**src/rtl/core/cau_pkg.sv**
```systemverilog
// Shared types and constants of the complex arithmetic unit.
// Used by every module in rtl/core; depends on nothing.
package cau_pkg;

	localparam int DW = 32;
	localparam int FB = 16;
	localparam int QD = 4;
	localparam int QAW = $clog2(QD);
	localparam int QCW = $clog2(QD + 1);

	typedef enum logic [2:0] {
		OP_ADD = 3'd0,
		OP_SUB = 3'd1,
		OP_MUL = 3'd2,
		OP_DIV = 3'd3,
		OP_CONJ = 3'd4,
		OP_MOD = 3'd5
	} op_e;

	typedef enum logic [1:0] {
		CL_DIRECT = 2'd0,
		CL_MUL = 2'd1,
		CL_DIV = 2'd2,
		CL_MOD = 2'd3
	} cls_e;

	localparam logic [1:0] ST_OK = 2'd0;
	localparam logic [1:0] ST_DIVZ = 2'd1;
	localparam logic [1:0] ST_SAT = 2'd2;

	typedef struct packed {
		logic [2:0] req_type;
		logic signed [DW-1:0] a_re;
		logic signed [DW-1:0] a_im;
		logic signed [DW-1:0] b_re;
		logic signed [DW-1:0] b_im;
	} req_t;

	typedef struct packed {
		logic signed [DW-1:0] res_re;
		logic signed [DW-1:0] res_im;
		logic [1:0] status;
	} res_t;

	typedef struct packed {
		cls_e cls;
		req_t req;
	} entry_t;

endpackage

```
**src/rtl/core/cau_fifo.sv**
```systemverilog
// Short queue between the front end and the execution back end.
// Depends on cau_pkg.
module cau_fifo (
	input logic clk,
	input logic arst_n,
	input logic push,
	input cau_pkg::entry_t wdata,
	input logic pop,
	output cau_pkg::entry_t rdata,
	output logic nonempty,
	output logic [cau_pkg::QCW-1:0] fill
);

	cau_pkg::entry_t mem_q [cau_pkg::QD];
	logic [cau_pkg::QAW-1:0] wp_q;
	logic [cau_pkg::QAW-1:0] rp_q;
	logic [cau_pkg::QCW-1:0] cnt_q;

	always_ff @(posedge clk or negedge arst_n) begin
		if (!arst_n) begin
			wp_q <= '0;
			rp_q <= '0;
			cnt_q <= '0;
		end else begin
			if (push) begin
				wp_q <= wp_q + 1'b1;
			end
			if (pop) begin
				rp_q <= rp_q + 1'b1;
			end
			if (push && !pop) begin
				cnt_q <= cnt_q + 1'b1;
			end else if (pop && !push) begin
				cnt_q <= cnt_q - 1'b1;
			end
		end
	end

	always_ff @(posedge clk) begin
		if (push) begin
			mem_q[wp_q] <= wdata;
		end
	end

	assign rdata = mem_q[rp_q];
	assign nonempty = cnt_q != '0;
	assign fill = cnt_q;

endmodule

```
**config.mk**
```make
export PLATFORM = sky130hd
export DESIGN_NAME = cau_fifo
export DESIGN_NICKNAME = d
export VERILOG_FILES = /design/src/rtl/core/cau_pkg.sv /design/src/rtl/core/cau_fifo.sv
export SDC_FILE = /design/constraint.sdc
export NUM_CORES = 1
export LEC_CHECK = 0
export ABC_AREA = 1
export BUFFER_PORTS_ARGS = -buffer_cell sky130_fd_sc_hd__buf_4
export CORE_ASPECT_RATIO = 0.7
export CORE_UTILIZATION = 50
export CTS_BUF_LIST = sky130_fd_sc_hd__clkbuf_4 sky130_fd_sc_hd__clkbuf_8
export DETAILED_ROUTE_END_ITERATION = 10
export GPL_TIMING_DRIVEN = 0
export HOLD_SLACK_MARGIN = 0.06
export PLACE_DENSITY_LB_ADDON = 0.15
export SLEW_MARGIN = 15
export SYNTH_ARGS = -nofsm -noshare
export SYNTH_HDL_FRONTEND = slang
export SYNTH_SLANG_ARGS = --single-unit
```
**constraint.sdc**
```tcl
create_clock -name clk -period 8.92 [get_ports clk]
set_input_delay 0.892 -clock clk [delete_from_list [all_inputs] [get_ports clk]]
set_output_delay 0.892 -clock clk [all_outputs]
set_load 0.1 [all_outputs]
```
==> summary by stage, run 1 <==
Clock network
CTS saw between 500 and 600 sinks. The number of buffers created by CTS is between 80 and 90. The H-tree generated during clock tree synthesis spans 3 levels. The clock root buffer is clkbuf_8.

The clock tree from TritonCTS is built. The later pin in the worst-skew pair is clocked with a latency of roughly 0.62 ns. After clock tree synthesis, the repair step resized 0 gates.

The post-CTS clock slew at the launch and capture registers of the worst setup and hold paths is roughly 0.060 ns. The maximum buffer depth of the clock tree is 3. Buffers inserted to repair hold after CTS numbered 1. The number of buffers inserted by post-CTS setup repair is 0.

Setup path
The cell count of the worst reg-to-reg path is 5. The startpoint of the most critical setup path is rp_q[1]. In this run the worst path has a maximum fanout of 10. The worst setup path category is reg -> out. The category of the worst setup path launch point is a flip-flop. Setup slack on the worst reg-to-reg path comes out at 6.78 ns. The data arrival time of the worst path is 2.49 ns.

The worst register-to-register path begins at wp_q[0]. The most critical setup path has its endpoint at rdata[117]. The terminus of the critical flop-to-flop path is mem_q[0][55].

The worst setup path is captured at an output pin. For the worst setup path, the data required time is approximately 8 ns.

Final layout
The synthesis-to-finish area growth is 20.92%. In the final layout, the share of cells above drive strength 1 is 0.2409. At the end of the flow, the number of nets in the layout was around 2.1k. After filler insertion, the fill cell instance count of the layout stands at about 3.3k.

Placed design
OpenSTA, run right after detailed placement, puts the worst setup slack at 6.143 ns. The number of buffers inserted by port buffering is about 270. Detailed placement ended at an HPWL of 30580 um. The congestion estimate from routability-driven global placement came to between 0.7 and 0.8.

Route
For this block, the routed nets add up to between 50000 and 60000 um of wire. In this run, the number of DRC markers left after iteration 0 of detailed routing was about 900. The total number of vias is 13.36k. Dividing the detail-routed wire length by the instance count gives approximately 20 um. The first detailed-routing pass took 5 iterations. For this run, design rule violations remaining after detail routing come to 0. Once detail routing completed, the nets flagged for antenna violations numbered 0. The via density per instance is between 5 and 6.

STA
The headroom to the max-slew limit is 0.5643. Between clock sinks in the finished design, the worst skew comes to roughly 0.014 ns. At the pin with the least slew margin, the transition time is around 0.65 ns.

Setup repair after global routing left no endpoint under its margin. The setup slack of the critical path after layout is about 5.5 ns. Summed over all failing endpoints, the final setup total negative slack is 0 ns.

The max-slew violation count is 0. The number of hold-slack violations in the final timing report is 0. Setup violations remaining at the end of the flow were counted as 0. The maximum clock frequency is just under 0.3 GHz. Subtracting the final worst setup slack from the clock period gives 3.386 ns. The final cycle utilization of the critical path is 0.3796.

Status
The flow ran to the end, and the final reports show no timing, DRC or antenna violations.

Floorplanning
The floorplan die height is ~180 um. Pin placement for this block handled 274 I/O pins. From left edge to right edge, the die measures 249.5 um.

The floorplan has 63 rows. For this configuration, the core starts out at a cell density of 0.5066. After floorplanning, the core was sized to cover ~42000 sq um. The die covers 43730 sq um.

Synthesis
The post-synthesis cell count is 1599. edfxtp_1 is the most common cell in the netlist. After synthesis the cells add up to 21440 sq um. The synthesized area per cell is ~13 sq um. The share of synthesized area occupied by flip-flops and latches is 0.7531. The fraction of registers with async set/reset is 0.01299.

In the post-synthesis netlist, the biggest area contributors are edfxtp_1, o211ai_1, nand2_1. The most used flip-flop cell after synthesis is edfxtp_1. The area share of the largest cell type after synthesis is 0.7450. The synthesized design contains ~540 register bits. Yosys printed 0 warnings. The biggest area consumer among synthesized cells is edfxtp_1. The commonest cells after synthesis are edfxtp_1, nand2_1, inv_1. The number of nets in the synthesized netlist is 1742. The synthesized design contains about 530 enable-type register cells. The number of library cell types mapped by synthesis is 19.

GRT
The global-route congestion overflow total is 0. The first global-routing pass estimated about 76000 um of wire. Entering global routing, the biggest net connects 78 pins. In the global route stage, overall resource usage came out at 0.2317. The number of antenna violations at the first check in global routing is 3.

The via count of the first global-routing pass is roughly 13k.

Worst hold path
In this run the worst hold path is classified as in -> reg. The worst hold path begins at wdata[42].

Job
The max-capacitance violation count is 0.
final cells by class:
| type | instances | area [sq um] | area share |
|---|---|---|---|
| repair buffers | 278 | 2170 | 0.08367 |
| clock inverters | 28 | 180.2 | 0.006948 |
| flip-flops and latches | 539 | 16150 | 0.6229 |
| well taps | 552 | 690.7 | 0.02664 |
| clock buffers | 117 | 1410 | 0.05438 |
| inverters | 278 | 1076 | 0.04150 |
| diodes | 2 | 5.005 | 0.0001930 |
| multi-input cells | 693 | 3685 | 0.1421 |
| plain buffers | 89 | 563.0 | 0.02171 |
worst max-delay path, cell delays in order (launching register included):
cell and delay [ns]:
dfrtp_1 0.35, buf_4 0.19, inv_4 0.16, buf_4 0.26, buf_2 0.31, o211ai_1 0.14
nand2_1 0.15, buf_4 0.31
sequential cells by signal, summed over array words and instances (netlist names):
register and count:
mem_q 532, fill 3, rp_q 2, wp_q 2
layer usage:
metal / GRT usage / wire [um] / up-vias
met5: 0 / 0 / -
met4: 0.07690 / 1086 / 0
met3: 0.04683 / 2975 / 81
met2: 0.3652 / 23720 / 368
met1: 0.3252 / 22300 / 6601
li1: - / - / 6314
stage by stage:
stage               utilization  instance area (sq um)  hold WS, ns  instances
global route             0.6125                  25930       0.4212       2575
finish                   0.6126                  25930       0.4643       2576
detailed placement       0.5747                  24320       0.4846       2428
CTS                      0.6125                  25920       0.4091       2574
global placement         0.5713                  24180       0.4966       2424
floorplan                     -                  21440       0.4915       1599
kinds of logic after synthesis:
logic type / synth area share
buf+inv: 0.07503
xor+xnor: 0.001634
simple gates: 0.07299
compound gates: 0.09335
fa+ha+maj: 0.003851
flops: 0.7531
layout by cell type (no fill, tap or decap):
master,Yosys,routed
edfxtp_1,532,532
nand2_1,413,413
buf_4,17,290
inv_1,277,273
o211ai_1,266,266
clkbuf_8,0,85
buf_2,42,42
clkbuf_4,0,32
buf_6,15,15
clkinv_1,0,14
clkbuf_1,13,13
clkinv_2,0,9
dfrtp_1,7,7
ha_1,5,5
inv_8,0,4
buf_16,0,4
xor2_1,3,3
clkinvlp_4,0,3
diode_2,0,2
buf_1,2,2
bufinv_16,0,2
inv_4,1,1
nor2_1,1,1
xnor2_1,1,1
o21ai_0,1,1
nand3_1,1,1
nand4_1,1,1
fa_1,1,1
dlygate4sd3_1,0,1
worst min path at each step:
stage	end	slack [ns]	cells after the start
floorplan	wp_q[0]	0.49	1
global placement	fill[2]	0.50	2
detailed placement	fill[2]	0.48	2
CTS	mem_q[0][42]	0.41	1
global route	mem_q[0][42]	0.42	1
finish	mem_q[0][42]	0.46	1
Power of run 1 is not shown: default switching activity piles up to over one toggle a cycle in this logic, so the estimate is an artifact.
==> inputs of run 2 (changes only) <==
- clock period: 8.92 -> 3.1 ns (I/O delays scaled with it)
==> summary by stage, run 2 (synthesis results as in run 1) <==
Final layout
The number of nets in the finished design is between 2k and 2.5k. The commonest non-fill, non-tap cell in the layout is edfxtp_1. In the final layout, the share of cells above drive strength 1 is 0.2264. From synthesis to final layout, the design area changed by 28.06%. mem_q holds more flip-flops than any other register. The flip-flop count of the largest register after layout is roughly 530. The final core utilization is 0.6488. In the layout the commonest cells are edfxtp_1, nand2_1, buf_4.

GRT
Across every metal layer, demand over resource in global routing totals 0.2360. The maximum number of pins on one net before global-route repair is 32. The via count of the first global-routing pass came to around 14k. The first global-routing pass estimated roughly 78000 um of wire. The global-route congestion overflow total is 0. The number of antenna violations at the first check in global routing is 3.

Setup path
In this run the worst path has a maximum fanout of 10. STA puts the critical path data arrival time at about 2.5 ns. In this design, the stage delay of the slowest critical-path cell is ~0.50 ns.

The setup path with the least slack is of type reg -> out. The cell with the largest stage delay on the worst path is clkbuf_1. STA puts the critical path data required time at approximately 2.8 ns. The worst setup path is captured at an output pin. STA classifies the critical path startpoint as a flip-flop. The most numerous cell on the critical path is buf_4. Walking the worst path, the cells encountered are buf_4, inv_4, clkbuf_1, o211ai_1, nand2_1, buf_4.

Floorplanning
The floorplan step defined a die boundary enclosing about 44000 sq um. The initial cell density of the core is 0.5066. After floorplanning, the core was sized to cover roughly 42000 sq um. After floorplanning, the core was divided into 63 placement rows. During I/O placement, the number of pins put on the boundary was about 270. The die boundary width is between 200 and 250 um.

The floorplan die height is approximately 180 um.

Clock network
The H-tree was split into 3 levels. The number of buffers inserted by post-CTS setup repair is 0. The number of clock sinks is ~540.

The clock root buffer is clkbuf_8. The post-CTS clock slew at the launch and capture registers of the worst setup and hold paths is about 0.060 ns. In this run, post-CTS repair resized a total of 0 instances. The number of buffers created by CTS is between 80 and 90. For this design, the CTS-stage hold fixing added approximately 140 buffers. TritonCTS built the clock tree. The clock latency on the worst-skew pair is around 0.64 ns. The clock passes through at most 3 buffers.

STA
Setup violations remaining at the end of the flow were counted as 0. In the final timing run, aggregate negative setup slack is 0 ns. The max-slew violation count is 0. Setup repair after global routing left no endpoint under its margin. Once routing completed, OpenROAD measured the worst setup slack at approximately 0.26 ns. The number of hold-slack violations in the final timing report is 0. The maximum clock frequency is between 0.3 and 0.4 GHz. The minimum clock period is roughly 2.8 ns. The pin slew with the least headroom to its limit is around 0.72 ns. The worst clock skew on the final layout is between 0.02 and 0.025 ns. The headroom to the max-slew limit is 0.5167. The final cycle utilization of the critical path is 0.9175.

Route
The first-iteration detailed-routing DRC count is 916. After detailed routing, the average wire length per cell comes to 18.82 um. The via density per instance is between 5 and 6. The aggregate routed wire length is 51350 um. In this run the remaining antenna-violating nets after routing total 0. Summing over every cut layer, the via total after detailed routing is about 14k. The count of TritonRoute iterations in the first routing pass is 5. For this run, design rule violations remaining after detail routing come to 0.

Worst hold path
The worst hold-check path type is in -> reg.

Job
The max-capacitance violation count is 0.

Placed design
The sum of net half-perimeters after detailed placement is 32130 um. In this run the tool buffered the top-level ports with around 270 buffer cells. The routability congestion estimate is 0.7612. The placement-stage worst setup slack is about 0.58 ns.

Status
The flow ran to the end, and the final reports show no timing, DRC or antenna violations.
[run 2: changes by cell type in the layout (fill, tap and decap cells not counted), sizes merged]
cell and change:
dlygate4sd3 +136, bufinv -2, clkinvlp +3, clkbuf -12, diode +2, clkinv +12
buf +14
[run 2: per-stage QoR]
stage               std cells  hold slack, ns  instance area, sq um
floorplan                1599         0.01441                 21460
global placement         2424          0.1308                 24200
detailed placement       2442          0.1347                 24570
CTS                      2725          0.3508                 27450
global route             2728          0.3493                 27460
finish                   2729          0.3984                 27460
[run 2: area by class of cell]
cell class / count / area (sq um)
antenna: 4 / 10.01
buffer: 89 / 563.0
clock buffer: 105 / 1301
clock inverter: 41 / 211.5
fill: 3157 / 14870
inverter: 278 / 1061
multi-input combinational: 693 / 3685
sequential: 539 / 16150
tap: 552 / 690.7
timing repair buffer: 428 / 3789
[run 2: critical path: cells and delay by family (launching register included)]
family	cells	cell delay, ns
AO/OA/AOI/OAI	1	0.20
buffers and inverters	4	1.16
flip-flops	1	0.37
AND/OR/NAND/NOR	1	0.15
[run 2: metal layers]
| metal | vias to the layer above | share of wire | wire length [um] | global-route usage |
|---|---|---|---|---|
| met5 | - | 0 | 0 | 0 |
| met4 | 0 | 0.023 | 1202 | 0.07690 |
| met3 | 90 | 0.058 | 3002 | 0.04594 |
| met2 | 424 | 0.48 | 24610 | 0.3767 |
| met1 | 6726 | 0.44 | 22530 | 0.3289 |
| li1 | 6628 | - | - | - |
[run 2: worst paths after layout]
check	start	endpoint	slack, ns	depth (start not counted)
min in group asynchronous	arst_n	wp_q[1]	0.67	3
min	wdata[113]	mem_q[2][113]	0.40	2
max	rp_q[1]	rdata[57]	0.26	6
max in group asynchronous	arst_n	fill[2]	2.16	3
max reg2reg	wp_q[0]	mem_q[2][42]	0.62	8
min reg2reg	fill[2]	fill[2]	0.52	2
Power of run 2 is left out for the same reason.
==> inputs of run 3 (changes only) <==
- BUFFER_PORTS_ARGS: -buffer_cell sky130_fd_sc_hd__buf_4 -> unset
- DONT_BUFFER_PORTS: unset -> 1
==> summary by stage, run 3 (synthesis results as in run 1) <==
Status
The run finished with clean final reports.

STA
Setup repair after global routing left no endpoint under its margin. The maximum clock frequency is roughly 0.34 GHz. The pin slew with the least headroom to its limit is 1.015 ns. The number of hold-slack violations in the final timing report came to 0. Setup violations remaining at the end of the flow were counted as 0. On the final layout, the worst clock skew is approximately 0.024 ns. The final cycle utilization of the critical path is 0.9519. For the final routed database, the setup TNS stands at 0 ns. In this run the tightest slew margin relative to its limit is 0.3218.

The worst path in the final design needs a cycle of 2.951 ns, including I/O delays and setup. The max-slew violation count came to 0.

Final layout
Leaving out filler cells and counting taps, the final layout contains around 2.5k. The synthesis-to-finish area growth is 19.94%. The commonest non-fill, non-tap cell in the layout is edfxtp_1. The final layout contains roughly 2k nets. Leaving out fill and tap cells, the most frequent cells in the layout are edfxtp_1, nand2_1, inv_1.

The register with the most flip-flops in the layout has 532 of them. The register bank with the most flops is mem_q. The share of layout cells above drive strength 1 is 0.1725.

Clock network
The maximum buffer depth of the clock tree is 3. In this run the number of H-tree levels came out at 3. After clock tree synthesis, the setup repair step added 0 buffers. The clock reaches the later pin of the worst-skew pair after around 0.62 ns. The number of clock sinks is around 540. After clock tree synthesis, the clock-pin slew on the worst setup and hold paths is approximately 0.070 ns. In this run, CTS created clock tree buffers numbering a little over 80. TritonCTS built the clock tree. CTS placed an instance of clkbuf_8 at the clock tree root.

Worst hold path
The endpoint with the worst hold slack is mem_q[3][100]. The worst hold-check path type is in -> reg. The launch instance of the worst min-delay path is wdata[100]. The cell count of the worst hold path is 1.

Floorplanning
The floorplan step defined a die boundary enclosing ~44000 sq um. For this configuration, the core starts out at a cell density of 0.5066. In this run the vertical extent of the chip is between 150 and 200 um. For this design the top-level I/O count stands at roughly 270. The floorplan row count is 63.

The die boundary width is approximately 250 um. The floorplan step defined a core boundary enclosing ~42000 sq um.

Job
Max-cap violations in this run came to 0.

Route
Dividing the detail-routed wire length by the instance count gives roughly 20 um. In this run the remaining antenna-violating nets after routing total 0. After detailed routing, the number of remaining DRC violations is 0.

The aggregate routed wire length is just under 50000 um. The via density per instance is ~5.2. The total number of vias is 12.76k. The first-iteration detailed-routing DRC count is around 830.

Before antenna repair, the detailed router went through 5 iterations.

GRT
For this run, the total global-route usage over all layers was measured as 0.2286. The global-route congestion overflow total is 0. The via count of the first global-routing pass is 12.66k.

The number of antenna violations at the first check in global routing is 5. The first global-routing pass estimated about 75000 um of wire. The maximum number of pins on one net before global-route repair is 32.

Placed design
The number of buffers inserted by port buffering is 0. After detailed placement, the design holds a cell count of 2169. The routability congestion estimate is approximately 0.75. The sum of net half-perimeters after detailed placement is between 30000 and 40000 um.

Setup path
Setup slack on the worst reg-to-reg path comes out at just over 0.8 ns. For the worst setup path, the data required time is roughly 2.8 ns. By startpoint and endpoint, the worst setup path is classified as reg -> out.

The biggest fanout along the worst timing path is 10. The cell count of the worst reg-to-reg path is 5. The worst setup path is launched from a flip-flop. In this run the critical register-to-register path is launched from wp_q[0]. The terminus of the critical flop-to-flop path is mem_q[3][36]. For the worst setup path, the data arrival time is about 2.6 ns. The capturing element type of the critical path is an output pin.
-- run 3: cell types whose count changed in the layout (fill, tap and decap cells not counted), moves of 2 or more --
cell | before | now
nand2_1 | 413 | 309
inv_6 | 2 | 0
clkinv_1 | 24 | 20
clkbuf_4 | 23 | 36
nand2_2 | 0 | 104
clkinv_2 | 10 | 4
inv_8 | 2 | 0
buf_4 | 290 | 17
-- run 3: layout make-up --
class | count | area (sq um)
Sequential cell | 539 | 16150
Fill cell | 3250 | 16610
Antenna cell | 4 | 10.01
Clock buffer | 119 | 1413
Clock inverter | 28 | 147.6
Inverter | 278 | 1061
Multi-Input combinational cell | 693 | 3945
Tap cell | 552 | 690.7
Buffer | 89 | 563.0
Timing Repair Buffer | 155 | 1739
-- run 3: per-stage QoR --
step | utilization | instance area, sq um | worst slack [ns] | hold slack [ns]
finish | 0.6076 | 25720 | 0.1491 | 0.3966
detailed placement | 0.5320 | 22520 | 0.5945 | 0.01460
global placement | 0.5233 | 22150 | -1.765 | 0.01466
floorplan | - | 21460 | 0.01759 | 0.01441
global route | 0.6075 | 25720 | 0.001349 | 0.3538
CTS | 0.6052 | 25620 | 0.000006439 | 0.3357
-- run 3: timing repair --
| action | CTS | global route |
|---|---|---|
| endpoints found under the setup margin | 68 | 36 |
| gates resized for setup | 68 | 36 |
| hold buffers | 137 | 0 |
| hold endpoints to repair | 546 | 0 |
-- run 3: how the worst max path moves through the flow --
stage / startpoint / endpoint / slack (ns) / cells past startpoint
global route: rp_q[0] / rdata[132] / 0.001 / 4
finish: rp_q[0] / rdata[132] / 0.15 / 4
CTS: rp_q[1] / rdata[47] / 0.000006 / 5
floorplan: wp_q[0] / mem_q[0][0] / 0.02 / 4
detailed placement: rp_q[0] / rdata[3] / 0.59 / 4
global placement: wp_q[0] / mem_q[0][62] / -1.76 / 4
-- run 3: layer usage --
layer  part of all wire  global-route usage  vias to the layer above
met5            0.00026                   0                        -
met4              0.021             0.07330                        2
met3              0.065             0.05483                       83
met2               0.47              0.3591                      368
met1               0.44              0.3169                     6229
li1                   -                   -                     6078
-- run 3: worst max-delay path: stages, from the launching register on --
cell      delay (ns)
dfrtp_1         0.35
buf_2           0.36
buf_2           0.35
o211ai_1        0.15
nand2_1         0.78
Power of run 3 is left out for the same reason.
